$ cat src/hw/rtl/ybpc_pkg.sv
// ----------------------------------------------------------------------------
// ybpc_pkg
// Shared widths, constants, coefficient sets and helpers for the YUV to BGR
// pixel converter.
// ----------------------------------------------------------------------------
package ybpc_pkg;

   localparam int PIX_W  = 8;
   localparam int FRAC_W = 10;
   localparam int CSR_IDX_W  = 2;
   localparam int CSR_DATA_W = 2;

   localparam logic [CSR_IDX_W-1:0] CSR_MATRIX_STANDARD = 2'd0;
   localparam logic [CSR_IDX_W-1:0] CSR_LIMITED_RANGE   = 2'd1;

   localparam logic [1:0] MATRIX_BT601  = 2'd0;
   localparam logic [1:0] MATRIX_BT709  = 2'd1;
   localparam logic [1:0] MATRIX_BT2020 = 2'd2;

   localparam logic signed [20:0] Y_GAIN     = 21'sd1192;
   localparam logic signed [20:0] Y_OFFSET   = 21'sd19072;
   localparam logic signed [20:0] C_GAIN     = 21'sd1166;
   localparam logic signed [8:0]  C_BIAS     = 9'sd128;

   typedef struct packed {
      logic signed [11:0] kr;
      logic signed [11:0] kgu;
      logic signed [11:0] kgv;
      logic signed [11:0] kb;
   } coef_type;

   function automatic coef_type coef_lookup(input logic [1:0] matrix);
      coef_type c;
      case (matrix)
         MATRIX_BT709: begin
            c.kr = 12'sd1613; c.kgu = 12'sd192; c.kgv = 12'sd479; c.kb = 12'sd1900;
         end
         MATRIX_BT2020: begin
            c.kr = 12'sd1510; c.kgu = 12'sd168; c.kgv = 12'sd585; c.kb = 12'sd1926;
         end
         default: begin
            c.kr = 12'sd1436; c.kgu = 12'sd352; c.kgv = 12'sd731; c.kb = 12'sd1815;
         end
      endcase
      return c;
   endfunction

   function automatic logic [PIX_W-1:0] sat8(input logic signed [12:0] v);
      logic [PIX_W-1:0] r;
      if (v < 13'sd0) begin
         r = '0;
      end else if (v > 13'sd255) begin
         r = '1;
      end else begin
         r = v[PIX_W-1:0];
      end
      return r;
   endfunction

endpackage

$ cat src/hw/rtl/ybpc_yuv_if.sv
// ----------------------------------------------------------------------------
// ybpc_yuv_if
// Valid/ready channel carrying one YUV pixel.
// ----------------------------------------------------------------------------
interface ybpc_yuv_if;
   logic                       valid;
   logic                       ready;
   logic [ybpc_pkg::PIX_W-1:0] luma;
   logic [ybpc_pkg::PIX_W-1:0] chroma_blue;
   logic [ybpc_pkg::PIX_W-1:0] chroma_red;

   modport source (output valid, output luma, output chroma_blue, output chroma_red,
                   input ready);
   modport sink (input valid, input luma, input chroma_blue, input chroma_red,
                 output ready);
endinterface

$ cat src/hw/rtl/ybpc_bgr_if.sv
// ----------------------------------------------------------------------------
// ybpc_bgr_if
// Valid/ready channel carrying one BGR pixel.
// ----------------------------------------------------------------------------
interface ybpc_bgr_if;
   logic                       valid;
   logic                       ready;
   logic [ybpc_pkg::PIX_W-1:0] blue;
   logic [ybpc_pkg::PIX_W-1:0] green;
   logic [ybpc_pkg::PIX_W-1:0] red;

   modport source (output valid, output blue, output green, output red, input ready);
   modport sink (input valid, input blue, input green, input red, output ready);
endinterface

$ cat src/hw/rtl/yuv_to_bgra_pixel_convert_core.sv
// A req transfer passes through three register stages (range expansion,
// coefficient multiply, sum and saturate); rsp valid is the last stage's
// valid bit. Each stage holds while the next is full; one pixel per cycle
// while rsp.ready is high.
// Reset: synchronous, clears stage valid bits, matrix_standard and limited_range;
// req ready stays low while reset is high.
// ----------------------------------------------------------------------------
// yuv_to_bgra_pixel_convert_core
// Fixed-point YUV to BGR conversion, BT.601/709/2020, full or limited range.
// ----------------------------------------------------------------------------
module yuv_to_bgra_pixel_convert_core (
   input  logic                            clock,
   input  logic                            reset,
   ybpc_yuv_if.sink                        req,
   ybpc_bgr_if.source                      rsp,
   input  logic                            csr_wr_en,
   input  logic [ybpc_pkg::CSR_IDX_W-1:0]  csr_index,
   input  logic [ybpc_pkg::CSR_DATA_W-1:0] csr_wr_data
);

   logic [1:0] matrix_ff;
   logic       limited_ff;

   always_ff @(posedge clock) begin
      if (reset) begin
         matrix_ff  <= ybpc_pkg::MATRIX_BT601;
         limited_ff <= 1'b0;
      end else if (csr_wr_en) begin
         case (csr_index)
            ybpc_pkg::CSR_MATRIX_STANDARD: matrix_ff  <= csr_wr_data[1:0];
            ybpc_pkg::CSR_LIMITED_RANGE:   limited_ff <= csr_wr_data[0];
            default: ;
         endcase
      end
   end

   // stage handshake
   logic s1_valid_ff, s2_valid_ff, s3_valid_ff;
   logic adv1, adv2, adv3;

   assign adv3      = !s3_valid_ff || rsp.ready;
   assign adv2      = !s2_valid_ff || adv3;
   assign adv1      = !s1_valid_ff || adv2;
   assign req.ready = adv1 && !reset;

   always_ff @(posedge clock) begin
      if (reset) begin
         s1_valid_ff <= 1'b0;
         s2_valid_ff <= 1'b0;
         s3_valid_ff <= 1'b0;
      end else begin
         if (adv1) s1_valid_ff <= req.valid;
         if (adv2) s2_valid_ff <= s1_valid_ff;
         if (adv3) s3_valid_ff <= s2_valid_ff;
      end
   end

   // stage 1: chroma bias removal, range expansion when limited range is set
   logic signed [20:0] luma_s, y_prod, u_prod, v_prod;
   logic signed [8:0]  cb_s, cr_s;
   logic signed [9:0]  y_in;
   logic signed [8:0]  u_in, v_in;
   logic signed [9:0]  y1_ff;
   logic signed [8:0]  u1_ff, v1_ff;

   always_comb begin
      luma_s = $signed({13'd0, req.luma});
      cb_s   = $signed({1'b0, req.chroma_blue}) - ybpc_pkg::C_BIAS;
      cr_s   = $signed({1'b0, req.chroma_red}) - ybpc_pkg::C_BIAS;
      y_prod = luma_s * ybpc_pkg::Y_GAIN - ybpc_pkg::Y_OFFSET;
      u_prod = 21'(cb_s) * ybpc_pkg::C_GAIN;
      v_prod = 21'(cr_s) * ybpc_pkg::C_GAIN;
      if (limited_ff) begin
         y_in = $signed(y_prod[19:10]);
         u_in = $signed(u_prod[18:10]);
         v_in = $signed(v_prod[18:10]);
      end else begin
         y_in = $signed({2'b00, req.luma});
         u_in = cb_s;
         v_in = cr_s;
      end
   end

   always_ff @(posedge clock) begin
      if (adv1 && req.valid) begin
         y1_ff <= y_in;
         u1_ff <= u_in;
         v1_ff <= v_in;
      end
   end

   // stage 2: coefficient multiply
   ybpc_pkg::coef_type coef;
   logic signed [20:0] p_r_in, p_gu_in, p_gv_in, p_b_in;
   logic signed [20:0] p_r_ff, p_gu_ff, p_gv_ff, p_b_ff;
   logic signed [9:0]  y2_ff;

   always_comb begin
      coef    = ybpc_pkg::coef_lookup(matrix_ff);
      p_r_in  = 21'(v1_ff) * 21'(coef.kr);
      p_gu_in = 21'(u1_ff) * 21'(coef.kgu);
      p_gv_in = 21'(v1_ff) * 21'(coef.kgv);
      p_b_in  = 21'(u1_ff) * 21'(coef.kb);
   end

   always_ff @(posedge clock) begin
      if (adv2 && s1_valid_ff) begin
         y2_ff   <= y1_ff;
         p_r_ff  <= p_r_in;
         p_gu_ff <= p_gu_in;
         p_gv_ff <= p_gv_in;
         p_b_ff  <= p_b_in;
      end
   end

   // stage 3: sum, floor shift, saturate
   logic signed [21:0] g_sum;
   logic signed [12:0] r_val, g_val, b_val;
   logic [ybpc_pkg::PIX_W-1:0] blue_ff, green_ff, red_ff;

   always_comb begin
      g_sum = 22'(p_gu_ff) + 22'(p_gv_ff);
      r_val = 13'(y2_ff) + 13'($signed(p_r_ff[20:10]));
      g_val = 13'(y2_ff) - 13'($signed(g_sum[21:10]));
      b_val = 13'(y2_ff) + 13'($signed(p_b_ff[20:10]));
   end

   always_ff @(posedge clock) begin
      if (adv3 && s2_valid_ff) begin
         blue_ff  <= ybpc_pkg::sat8(b_val);
         green_ff <= ybpc_pkg::sat8(g_val);
         red_ff   <= ybpc_pkg::sat8(r_val);
      end
   end

   assign rsp.valid = s3_valid_ff;
   assign rsp.blue  = blue_ff;
   assign rsp.green = green_ff;
   assign rsp.red   = red_ff;

endmodule
$ cat src/flat_wrapper.sv
// flat-port wrapper written by rule: the top's interface ports become plain ports
module yuv_to_bgra_pixel_convert_core_flat 
  (clock, reset, csr_wr_en, csr_index, csr_wr_data, req_valid, req_luma, req_chroma_blue, req_chroma_red, req_ready, rsp_valid, rsp_blue, rsp_green, rsp_red, rsp_ready);
  ybpc_yuv_if req_i ();
  ybpc_bgr_if rsp_i ();
  input  logic clock;
  input  logic reset;
  input  logic csr_wr_en;
  input  logic [ybpc_pkg::CSR_IDX_W-1:0] csr_index;
  input  logic [ybpc_pkg::CSR_DATA_W-1:0] csr_wr_data;
  input wire logic [$bits(req_i.valid)-1:0] req_valid;
  input wire logic [$bits(req_i.luma)-1:0] req_luma;
  input wire logic [$bits(req_i.chroma_blue)-1:0] req_chroma_blue;
  input wire logic [$bits(req_i.chroma_red)-1:0] req_chroma_red;
  output wire logic [$bits(req_i.ready)-1:0] req_ready;
  output wire logic [$bits(rsp_i.valid)-1:0] rsp_valid;
  output wire logic [$bits(rsp_i.blue)-1:0] rsp_blue;
  output wire logic [$bits(rsp_i.green)-1:0] rsp_green;
  output wire logic [$bits(rsp_i.red)-1:0] rsp_red;
  input wire logic [$bits(rsp_i.ready)-1:0] rsp_ready;
  assign req_i.valid = req_valid;
  assign req_i.luma = req_luma;
  assign req_i.chroma_blue = req_chroma_blue;
  assign req_i.chroma_red = req_chroma_red;
  assign req_ready = req_i.ready;
  assign rsp_valid = rsp_i.valid;
  assign rsp_blue = rsp_i.blue;
  assign rsp_green = rsp_i.green;
  assign rsp_red = rsp_i.red;
  assign rsp_i.ready = rsp_ready;
  yuv_to_bgra_pixel_convert_core u_core (.clock(clock), .reset(reset), .req(req_i), .rsp(rsp_i), .csr_wr_en(csr_wr_en), .csr_index(csr_index), .csr_wr_data(csr_wr_data));
endmodule
$ cat config.mk
export PLATFORM = sky130hd
export DESIGN_NAME = yuv_to_bgra_pixel_convert_core_flat
export DESIGN_NICKNAME = d
export VERILOG_FILES = /design/src/hw/rtl/ybpc_pkg.sv /design/src/hw/rtl/ybpc_yuv_if.sv /design/src/hw/rtl/ybpc_bgr_if.sv /design/src/hw/rtl/yuv_to_bgra_pixel_convert_core.sv /design/src/flat_wrapper.sv
export SDC_FILE = /design/constraint.sdc
export NUM_CORES = 1
export LEC_CHECK = 0
export BUFFER_PORTS_ARGS = -buffer_cell sky130_fd_sc_hd__clkbuf_2
export CAP_MARGIN = 15
export CORE_MARGIN = 2
export CORE_UTILIZATION = 30
export DETAILED_ROUTE_END_ITERATION = 8
export PLACE_DENSITY = 0.51
export SETUP_SLACK_MARGIN = 0.02
export SKIP_CTS_REPAIR_TIMING = 1
export SKIP_LAST_GASP = 1
export SLEW_MARGIN = 20
export SYNTH_ARGS = -nofsm -noshare
export SYNTH_HDL_FRONTEND = slang
export SYNTH_SLANG_ARGS = --single-unit
export TNS_END_PERCENT = 1
$ cat constraint.sdc
create_clock -name clock -period 7.7 [get_ports clock]
set_clock_uncertainty 0.2 [all_clocks]
set_input_delay 1.54 -clock clock [delete_from_list [all_inputs] [get_ports clock]]
set_output_delay 1.54 -clock clock [all_outputs]
set_load 0.1 [all_outputs]
==> metrics, run 1 <==
highest clock frequency the design can meet=0.1523 GHz; Total Die Area=67880 um^2; Hold Vio Cnt, Final=0; number of synthesized flops with an enable pin=120; Avg Synthesized Cell Area=10.14 um^2; starting density of the core=30.14%; Rows=94; worst-case headroom to the max-slew limit=39.57%; Clock Sinks=126; post-route cell area=21710 um^2; cell internal power dissipation=3.883 mW; global-route wire length before repair=72.95 mm; post-placement cell count=2862; area growth from synthesis to final layout=9.968%; max-cap violation count=0; share of the cycle needed by the critical path after routing=85.27%; register bit total from synthesis=126; cell at the root of the clock tree=sky130_fd_sc_hd__clkbuf_16; most used cell, CP=sky130_fd_sc_hd__inv_1; worst reg-to-reg setup slack=1.13 ns; Pins Over Slew Limit=0; Finish-stage setup viols=0; clock-pin transition on the worst setup and hold timing paths=0.06 ns; Net Sw Power=3.477 mW; placeable core area=65510 um^2; via count=12940; static leakage power=10.97 nW; part of the power in combinational logic=72.7%; worst-path maximum fanout=18; register share of total power=16.4%; RSZ-0062 raised after global routing=no; routed wirelength normalized by instance count=15.03 um; H-tree lvl count=4; slew of the pin with the lowest slew margin=0.9064 ns; DIE HEIGHT=260.5 um; largest stage delay on the critical path=0.68 ns; number of nets in the finished design=2709; number of buffers added by the clock tree synthesis step=17; Antenna Cells=0; post-route total power=7.359 mW; Vias/cell=4.471; worst hold-check path type=flop to flop; count of placed standard cells in the final layout, fillers left out=2894; power density over the cells=339.0 nW/um^2; final antenna-violating net count=0; aggregate negative setup slack=0 ns; placement-stage worst setup slack=1.098 ns; proportion of power drawn by the clock network=10.9%; Tot GR Track Use=13.58%; largest net degree at the start of global routing=69; cell type of the slowest stage on the worst timing path=sky130_fd_sc_hd__ha_1; CTS Buffer Depth=2; Mapped Area=19740 um^2; flip-flop cell with the highest count after synthesis=sky130_fd_sc_hd__edfxtp_1; detailed-router iteration count before antenna repair=6; wire length reported by the detailed router=43.51 mm; 1st-iter DRT viols=447; Mapped Cells=1947; critical path startpoint category=flop; worst path arrival time=6.55 ns; remaining routing DRC violations=0; number of warnings issued by yosys=0; RePlAce Congestion=0.8386; async set-or-reset flop fraction in the synthesized netlist=0%; clock latency on the worst-skew pair=0.43 ns; post-route setup slack=1.134 ns; half-perimeter wire length of the detailed placement result=37.97 mm; outcome=finished clean; CTS tree=done; initial antenna violation count=0; width of the die=260.5 um; minimum clock period after layout=6.566 ns; Critical Path RT=7.68 ns; sequential share of the synthesized area=18.86%; critical path, cell by cell=inv_1 -> ha_1 -> and2_1 -> inv_1 -> fa_1 -> inv_1 -> fa_1 -> inv_1 -> fa_1 -> fa_1 -> inv_1 -> ha_1 -> ha_1 -> a211oi_2 -> nor2_1 -> o41a_1 -> o41ai_4 -> o22ai_1 -> or3_4 -> a31oi_4 -> xnor2_1; placement-stage cell area=21130 um^2; kind of critical path=flop to flop; number of nets in the synthesized netlist=2639; switching share of power=47.24%; Max IR drop VDD=0.2417 mV; final global-route overflow total=0; Synth cell types=57; endpoint kind of the worst setup timing path=flop; boundary pin count=59; vias in the first global route=13894; share of final-layout standard cells stronger than drive strength 1=6.010%; Port Buffer Count=58
synth_stat cells (5+ instances only):
cell	n	area [um^2]
sky130_fd_sc_hd__dfxtp_1	6	120.1
sky130_fd_sc_hd__a211oi_1	11	82.58
sky130_fd_sc_hd__mux2_2	8	90.09
sky130_fd_sc_hd__o21ai_0	36	180.2
sky130_fd_sc_hd__nand2b_1	29	181.4
sky130_fd_sc_hd__or2_2	7	43.79
sky130_fd_sc_hd__mux2i_1	8	80.08
sky130_fd_sc_hd__nor2b_1	20	125.1
sky130_fd_sc_hd__fa_1	230	4604
sky130_fd_sc_hd__nor3_1	23	115.1
sky130_fd_sc_hd__or3_1	14	87.58
sky130_fd_sc_hd__o21bai_1	9	67.56
sky130_fd_sc_hd__inv_1	431	1618
sky130_fd_sc_hd__xor2_1	47	411.6
sky130_fd_sc_hd__a21o_1	20	150.1
sky130_fd_sc_hd__clkbuf_1	12	45.04
sky130_fd_sc_hd__a21oi_1	88	440.4
sky130_fd_sc_hd__o21a_1	33	247.7
sky130_fd_sc_hd__xnor2_1	53	464.2
sky130_fd_sc_hd__ha_1	429	5368
sky130_fd_sc_hd__nand3_1	18	90.09
sky130_fd_sc_hd__o221ai_1	5	43.79
sky130_fd_sc_hd__nand4_1	5	31.28
sky130_fd_sc_hd__and3_1	9	56.30
sky130_fd_sc_hd__a31oi_1	14	87.58
sky130_fd_sc_hd__edfxtp_1	120	3603
sky130_fd_sc_hd__and2_1	26	162.7
sky130_fd_sc_hd__o211ai_1	9	67.56
sky130_fd_sc_hd__nand2_1	75	281.5
sky130_fd_sc_hd__nor2_1	109	409.1
cells by family (layout without fill, tap and decap cells):
logic type | after synthesis | count (layout) | share of synthesized area, %
AO/OA/AOI/OAI | 251 | 251 | 8.245
multiplexers | 16 | 16 | 0.8619
XOR/XNOR | 100 | 100 | 4.436
flip-flops | 126 | 126 | 18.86
adder cells (fa/ha/maj) | 659 | 659 | 50.51
buffers and inverters | 445 | 528 | 8.466
other | 2 | 2 | 0.03804
AND/OR/NAND/NOR | 348 | 348 | 8.587
area by class of cell:
| cell class | count | area [um^2] |
|---|---|---|
| Clock buffer | 19 | 432.9 |
| Clock inverter | 13 | 147.6 |
| Fill cell | 6665 | 43800 |
| Inverter | 431 | 1618 |
| Multi-Input combinational cell | 1376 | 14370 |
| Sequential cell | 126 | 3725 |
| Tap cell | 864 | 1081 |
| Timing Repair Buffer | 65 | 342.8 |
stage by stage:
step,util (%),hold slack (ns)
5_1_grt,33.14,0.2283
3_3_place_gp,32.26,0.2075
3_5_place_dp,32.26,0.2063
2_1_floorplan,-,0.2003
6_report,33.14,0.2203
4_1_cts,33.14,0.2201
power groups by stage:
stage | registers (mW) | logic (mW) | clock network (mW)
floorplan | 1.26 | 4.00 | 0
global placement | 1.22 | 5.35 | 0
detailed placement | 1.23 | 5.40 | 0
CTS | 1.21 | 5.47 | 0.822
global route | 1.22 | 6.17 | 0.851
finish | 1.21 | 5.35 | 0.799
flip-flops by register name, indices dropped and copies added (netlist names):
register,cells
u_core.p_gu_ff,18
u_core.p_gv_ff,18
u_core.p_b_ff,11
u_core.p_r_ff,11
u_core.y1_ff,10
u_core.y2_ff,10
u_core.u1_ff,9
u_core.v1_ff,9
u_core.rsp.blue,8
u_core.rsp.green,8
u_core.rsp.red,8
u_core.matrix_ff,2
u_core.limited_ff,1
u_core.rsp.valid,1
u_core.s1_valid_ff,1
u_core.s2_valid_ff,1
cells in the final DEF (no fill, tap or decap), types with 20 or more instances in the layout:
cell type / synthesis / layout
sky130_fd_sc_hd__o21ai_0: 36 / 36
sky130_fd_sc_hd__and2_1: 26 / 26
sky130_fd_sc_hd__a21o_1: 20 / 20
sky130_fd_sc_hd__o21a_1: 33 / 33
sky130_fd_sc_hd__xor2_1: 47 / 47
sky130_fd_sc_hd__xnor2_1: 53 / 53
sky130_fd_sc_hd__fa_1: 230 / 230
sky130_fd_sc_hd__edfxtp_1: 120 / 120
sky130_fd_sc_hd__ha_1: 429 / 429
sky130_fd_sc_hd__nand2_1: 75 / 75
sky130_fd_sc_hd__nand2b_1: 29 / 29
sky130_fd_sc_hd__a21oi_1: 88 / 88
sky130_fd_sc_hd__inv_1: 431 / 431
sky130_fd_sc_hd__clkbuf_2: 0 / 58
sky130_fd_sc_hd__nor3_1: 23 / 23
sky130_fd_sc_hd__nor2_1: 109 / 109
final timing paths:
path | from | endpoint | depth (start not counted)
hold / removal | u_core.y1_ff[1]$_DFFE_PP_ | u_core.y2_ff[1]$_DFFE_PP_ | 0
setup reg to reg | u_core.matrix_ff[0]$_SDFFE_PP0P_ | u_core.p_r_ff[20]$_DFFE_PP_ | 21
hold reg to reg | u_core.y1_ff[1]$_DFFE_PP_ | u_core.y2_ff[1]$_DFFE_PP_ | 0
setup / recovery | u_core.matrix_ff[0]$_SDFFE_PP0P_ | u_core.p_r_ff[20]$_DFFE_PP_ | 21
worst max-delay path, delay by kind of cell, from the launching register on:
kind                       cells  cell delay (ns)
DFF                            1             0.32
AOI/OAI and AO/OA              5             1.31
adders and majority gates      7             3.31
xor gates and xnor gates       1             0.08
buffers and inverters          5             0.32
and+or+nand+nor                3             0.74
metal layers:
metal | vias to the layer above | part of all wire [%] | global-route usage [%]
li1 | 6542 | - | -
met5 | - | 0 | 0
met1 | 6248 | 49 | 18.44
met3 | 30 | 2.3 | 1.855
met4 | 0 | 1.5 | 3.048
met2 | 120 | 48 | 22.90
No activity file was read; power rests on OpenSTA's default activity.
==> run 2, diff against run 1 <==
- CELL_PAD_IN_SITES_DETAIL_PLACEMENT: not set -> 0
- CELL_PAD_IN_SITES_GLOBAL_PLACEMENT: not set -> 2
- PLACE_DENSITY: 0.51 -> 0.68
==> metrics, run 2 (synthesis gave the netlist of run 1 again) <==
outcome=finished clean; post-route total power=7.375 mW (+0.21%); Total Die Area=67880 um^2 (unchanged); RSZ-0062 raised after global routing=no; via count=12838 (-0.79%); sum of buffers and inverters on the critical path=2 (-3); total area of sequential cells=3725 um^2 (unchanged); Hold Vio Cnt, Final=0 (unchanged); worst path arrival time=6.60 ns (+0.05 ns); share of final-layout standard cells stronger than drive strength 1=6.253% (+0.24 points); worst hold-check path type=flop to flop; final global-route overflow total=0 (unchanged); critical path, cell by cell=inv_1 -> ha_1 -> nand2b_1 -> inv_1 -> fa_1 -> fa_1 -> fa_1 -> fa_1 -> fa_1 -> ha_1 -> o21ai_0 -> nor2_1 -> o41a_1 -> o41ai_4 -> o22ai_1 -> or3_4 -> a31oi_4 -> xnor2_1; Clock Sinks=126 (unchanged); static leakage power=11.00 nW (+0.23%); registers with the most flip-flops=u_core.p_gu_ff (18), u_core.p_gv_ff (18); placement-stage cell area=21150 um^2 (about the same); aggregate negative setup slack=0 ns (unchanged); clock latency on the worst-skew pair=0.47 ns (+0.04 ns); DIE HEIGHT=260.5 um (unchanged); Antenna Cells=0 (unchanged); Rows=94 (unchanged); number of buffers added by the clock tree synthesis step=17 (unchanged); width of the die=260.5 um (unchanged); register share of total power=16.3% (about the same); endpoint kind of the worst setup timing path=flop; kind of critical path=flop to flop; CP top delay family=adder cells; CTS Buffer Depth=2 (unchanged); worst reg-to-reg setup slack=1.11 ns (-0.02 ns); Vias/cell=4.435 (-0.82%); RePlAce Congestion=0.8364 (-0.26%); worst hold path startpoint=u_core.y1_ff[7]$_DFFE_PP_; most used cell, CP=sky130_fd_sc_hd__fa_1; worst-path maximum fanout=18 (unchanged); post-placement cell count=2864 (+0.070%); placeable core area=65510 um^2 (unchanged); H-tree lvl count=4 (unchanged); boundary pin count=59 (unchanged); Port Buffer Count=58 (unchanged); worst hold margin=0.2215 ns (+0.001244 ns); cell type of the slowest stage on the worst timing path=sky130_fd_sc_hd__ha_1; fin util=33.19% (+0.044 points); leading cell types in the layout, fill and taps excluded=431 x sky130_fd_sc_hd__inv_1, 429 x sky130_fd_sc_hd__ha_1, 230 x sky130_fd_sc_hd__fa_1; Reg2Reg Depth=18 (-14%); detailed-router iteration count before antenna repair=4 (-2); max-cap violation count=0 (unchanged); 1st-iter DRT viols=555 (+24%); CTS tree=done; Hold Crit Endpoint=u_core.y2_ff[7]$_DFFE_PP_; critical path launch point=u_core.matrix_ff[1]$_SDFFE_PP0P_; routed wirelength normalized by instance count=15.32 um (+1.9%); Pins Over Slew Limit=0 (unchanged); Max IR drop VDD=0.1747 mV (-28%); half-perimeter wire length of the detailed placement result=38.91 mm (+2.5%); power density over the cells=339.2 nW/um^2 (about the same); worst-case headroom to the max-slew limit=38.11% (-1.5 points); starting density of the core=30.14% (unchanged); source of the worst register-to-register timing path=u_core.matrix_ff[1]$_SDFFE_PP0P_; Hold Path Depth=0 (unchanged); largest net degree at the start of global routing=69 (unchanged); critical path startpoint category=flop; final antenna-violating net count=0 (unchanged); Stages on worst setup path=18 (-14%); highest clock frequency the design can meet=0.1518 GHz (-0.33%); fill count=6669 (+0.060%); minimum clock period after layout=6.587 ns (+0.02171 ns); number of nets in the finished design=2711 (+0.074%); most common cell after layout, fill and taps aside=sky130_fd_sc_hd__inv_1; Finish-stage setup viols=0 (unchanged); largest stage delay on the critical path=0.66 ns (-0.02 ns); cell at the root of the clock tree=sky130_fd_sc_hd__clkbuf_16; proportion of power drawn by the clock network=11.1% (+0.2 points); footprint of the multi-input gates=14370 um^2 (unchanged); worst r2r dst=u_core.p_r_ff[20]$_DFFE_PP_; global-route wire length before repair=73.29 mm (+0.46%); part of the power in combinational logic=72.5% (-0.2 points); clock-pin transition on the worst setup and hold timing paths=0.06 ns (about the same); share of the cycle needed by the critical path after routing=85.55% (+0.28 points); slew of the pin with the lowest slew margin=0.9283 ns (+0.02190 ns); area growth from synthesis to final layout=10.11%; Critical Path RT=7.71 ns (+0.03 ns); post-route setup slack=1.113 ns (-0.02171 ns); count of placed standard cells in the final layout, fillers left out=2895 (+0.035%); remaining routing DRC violations=0 (unchanged); switching share of power=47.25% (about the same); placement-stage worst setup slack=1.115 ns (+0.01735 ns); Net Sw Power=3.485 mW (+0.23%); wire length reported by the detailed router=44.36 mm (+2.0%); initial antenna violation count=0 (unchanged); post-route cell area=21740 um^2 (+0.13%); Tot GR Track Use=13.97% (+0.39 points); vias in the first global route=13600 (-2.1%); cell internal power dissipation=3.890 mW (+0.20%)
==> run 2: cell types whose count changed in the layout (fill, tap and decap cells not counted) <==
cell	previous run	this run
sky130_fd_sc_hd__clkinv_1	3	1
sky130_fd_sc_hd__clkbuf_1	2	0
sky130_fd_sc_hd__inv_6	0	2
sky130_fd_sc_hd__clkinvlp_4	3	1
sky130_fd_sc_hd__buf_4	7	9
sky130_fd_sc_hd__clkinv_4	1	4
==> run 2: power by group through the flow <==
stage	Combinational (mW)	Clock, mW	Sequential [mW]
6_report	5.35	0.821	1.20
5_1_grt	6.21	0.875	1.22
4_1_cts	5.50	0.853	1.21
3_5_place_dp	5.43	0	1.23
3_3_place_gp	5.44	0	1.22
2_1_floorplan	4.00	0	1.26
==> run 2: worst max path at each step <==
stage | slack, ns | endpoint
6_report | 1.11 | u_core.p_r_ff[20]$_DFFE_PP_
3_5_place_dp | 1.12 | u_core.p_r_ff[20]$_DFFE_PP_
5_1_grt | 0.70 | u_core.p_r_ff[20]$_DFFE_PP_
2_1_floorplan | 0.33 | u_core.p_b_ff[10]$_DFFE_PP_
4_1_cts | 1.10 | u_core.p_r_ff[20]$_DFFE_PP_
3_3_place_gp | 1.20 | u_core.p_r_ff[20]$_DFFE_PP_
==> run 2: routing by layer <==
metal  vias to the layer above  global-route usage [%]  routed length [um]
met5                         -                       0                   0
met4                         0                   4.032                 809
met3                        29                   2.127                1439
met2                       137                   22.50               20210
met1                      6115                   19.38               21900
li1                       6557                       -                   -
==> run 2: final cells by class <==
type                    instances  share of cell area, %
well taps                     864                  4.972
repair buffers                 67                  1.646
multi-input cells            1376                  66.07
clock buffers                  17                  1.957
clock inverters                14                 0.7769
flip-flops and latches        126                  17.13
inverters                     431                  7.441
==> run 3, diff against run 2 <==
- CORE_UTILIZATION: 30 -> 39
- PLACE_DENSITY: 0.68 -> 0.84
==> metrics, run 3 (synthesis gave the netlist of run 1 again) <==
DIE HEIGHT=229 um (-12%); fin util=42.80% (+9.6 points); RSZ-0062 raised after global routing=no; fill count=4968 (-26%); Max IR drop VDD=0.1899 mV (+8.7%); Pins Over Slew Limit=0 (unchanged); half-perimeter wire length of the detailed placement result=36.42 mm (-6.4%); detailed-router iteration count before antenna repair=5 (+1); kind of critical path=flop to flop; global-route wire length before repair=68.78 mm (-6.2%); critical path startpoint category=flop; 1st-iter DRT viols=553 (-0.36%); routed wirelength normalized by instance count=15.27 um (-0.37%); leading cell types in the layout, fill and taps excluded=431 x sky130_fd_sc_hd__inv_1, 429 x sky130_fd_sc_hd__ha_1, 230 x sky130_fd_sc_hd__fa_1; Clock Sinks=126 (unchanged); cell internal power dissipation=3.813 mW (-2.0%); post-placement cell count=2673 (-6.7%); Net Sw Power=3.402 mW (-2.4%); via count=12918 (+0.62%); CTS tree=done; Vias/cell=4.777 (+7.7%); clock-pin transition on the worst setup and hold timing paths=0.05 ns (about the same); boundary pin count=59 (unchanged); register share of total power=16.6% (+0.3 points); Antenna Cells=0 (unchanged); Total Die Area=52440 um^2 (-23%); total area of sequential cells=3724 um^2 (about the same); worst-case headroom to the max-slew limit=41.22% (+3.1 points); Port Buffer Count=58 (unchanged); slew of the pin with the lowest slew margin=0.8817 ns (-0.04664 ns); part of the power in combinational logic=73.5% (+1.0 points); static leakage power=10.96 nW (-0.35%); post-route setup slack=1.107 ns (-0.005670 ns); worst path arrival time=6.58 ns (-0.02 ns); footprint of the multi-input gates=14370 um^2 (unchanged); share of the cycle needed by the critical path after routing=85.62% (about the same); placement-stage worst setup slack=1.079 ns (-0.03675 ns); Rows=82 (-13%); proportion of power drawn by the clock network=9.9% (-1.2 points); final global-route overflow total=0 (unchanged); worst hold-check path type=flop to flop; area growth from synthesis to final layout=8.530%; largest net degree at the start of global routing=69 (unchanged); outcome=finished clean; cell at the root of the clock tree=sky130_fd_sc_hd__clkbuf_16; Hold Vio Cnt, Final=0 (unchanged); vias in the first global route=13448 (-1.1%); placeable core area=50070 um^2 (-24%); number of nets in the finished design=2712 (+0.037%); final antenna-violating net count=0 (unchanged); CTS Buffer Depth=2 (unchanged); minimum clock period after layout=6.593 ns (+0.005670 ns); Tot GR Track Use=16.54% (+2.6 points); worst hold margin=0.2174 ns (-0.004102 ns); switching share of power=47.15% (-0.10 points); Critical Path RT=7.68 ns (-0.03 ns); most common cell after layout, fill and taps aside=sky130_fd_sc_hd__inv_1; count of placed standard cells in the final layout, fillers left out=2704 (-6.6%); max-cap violation count=0 (unchanged); share of final-layout standard cells stronger than drive strength 1=5.856% (-0.40 points); Finish-stage setup viols=0 (unchanged); aggregate negative setup slack=0 ns (unchanged); starting density of the core=39.43% (+9.3 points); clock latency on the worst-skew pair=0.43 ns (-0.04 ns); H-tree lvl count=4 (unchanged); RePlAce Congestion=0.8784 (+5.0%); endpoint kind of the worst setup timing path=flop; power density over the cells=336.7 nW/um^2 (-0.74%); worst-path maximum fanout=18 (unchanged); highest clock frequency the design can meet=0.1517 GHz (about the same); width of the die=229 um (-12%); remaining routing DRC violations=0 (unchanged); number of buffers added by the clock tree synthesis step=17 (unchanged); wire length reported by the detailed router=41.28 mm (-6.9%); initial antenna violation count=1 (+1); registers with the most flip-flops=u_core.p_gu_ff (18), u_core.p_gv_ff (18)
## run 3: power by group through the flow
| stage | clock, mW | combinational, mW | sequential [mW] |
|---|---|---|---|
| 6_report | 0.713 | 5.31 | 1.20 |
| 5_1_grt | 0.766 | 6.10 | 1.21 |
| 3_3_place_gp | 0 | 5.33 | 1.21 |
| 2_1_floorplan | 0 | 4.00 | 1.26 |
| 3_5_place_dp | 0 | 5.38 | 1.22 |
| 4_1_cts | 0.738 | 5.44 | 1.20 |
## run 3: layout make-up
type / count / area share, %
multi-input cells: 1376 / 67.04
flip-flops and latches: 126 / 17.38
inverters: 431 / 7.550
well taps: 672 / 3.924
clock buffers: 22 / 2.073
repair buffers: 68 / 1.705
clock inverters: 9 / 0.3328
## run 3: path summary, 6_finish.rpt
kind / from / end / slack, ns / depth (start not counted)
hold reg to reg: u_core.y1_ff[5]$_DFFE_PP_ / u_core.y2_ff[5]$_DFFE_PP_ / 0.22 / 0
setup reg to reg: u_core.matrix_ff[1]$_SDFFE_PP0P_ / u_core.p_r_ff[20]$_DFFE_PP_ / 1.11 / 18
setup / recovery: u_core.matrix_ff[1]$_SDFFE_PP0P_ / u_core.p_r_ff[20]$_DFFE_PP_ / 1.11 / 18
hold / removal: u_core.y1_ff[5]$_DFFE_PP_ / u_core.y2_ff[5]$_DFFE_PP_ / 0.22 / 0
## run 3: worst max-delay path: stages (launching register included)
cell,delay (ns)
sky130_fd_sc_hd__dfxtp_1,0.32
sky130_fd_sc_hd__inv_1,0.11
sky130_fd_sc_hd__ha_1,0.64
sky130_fd_sc_hd__nand2b_1,0.29
sky130_fd_sc_hd__inv_1,0.08
sky130_fd_sc_hd__fa_1,0.47
sky130_fd_sc_hd__fa_1,0.54
sky130_fd_sc_hd__fa_1,0.46
sky130_fd_sc_hd__fa_1,0.58
sky130_fd_sc_hd__fa_1,0.43
sky130_fd_sc_hd__ha_1,0.32
sky130_fd_sc_hd__o21ai_0,0.18
sky130_fd_sc_hd__nor2_1,0.07
sky130_fd_sc_hd__o41a_1,0.45
sky130_fd_sc_hd__o41ai_4,0.35
sky130_fd_sc_hd__o22ai_1,0.20
sky130_fd_sc_hd__or3_4,0.38
sky130_fd_sc_hd__a31oi_4,0.17
sky130_fd_sc_hd__xnor2_1,0.08
## run 3: per-layer routing
| layer | part of all wire [%] | track usage [%] |
|---|---|---|
| met5 | 0.031 | 0 |
| met4 | 1.5 | 3.490 |
| met3 | 3.0 | 2.590 |
| met2 | 47 | 27.59 |
| met1 | 49 | 22.72 |
## run 3: through the flow
step / area [um^2] / power, mW
after detailed placement: 20910 / 6.591
after global routing: 21430 / 8.079
after global placement: 20910 / 6.546
after CTS: 21430 / 7.378
final: 21430 / 7.215
after floorplan: 19740 / 5.260
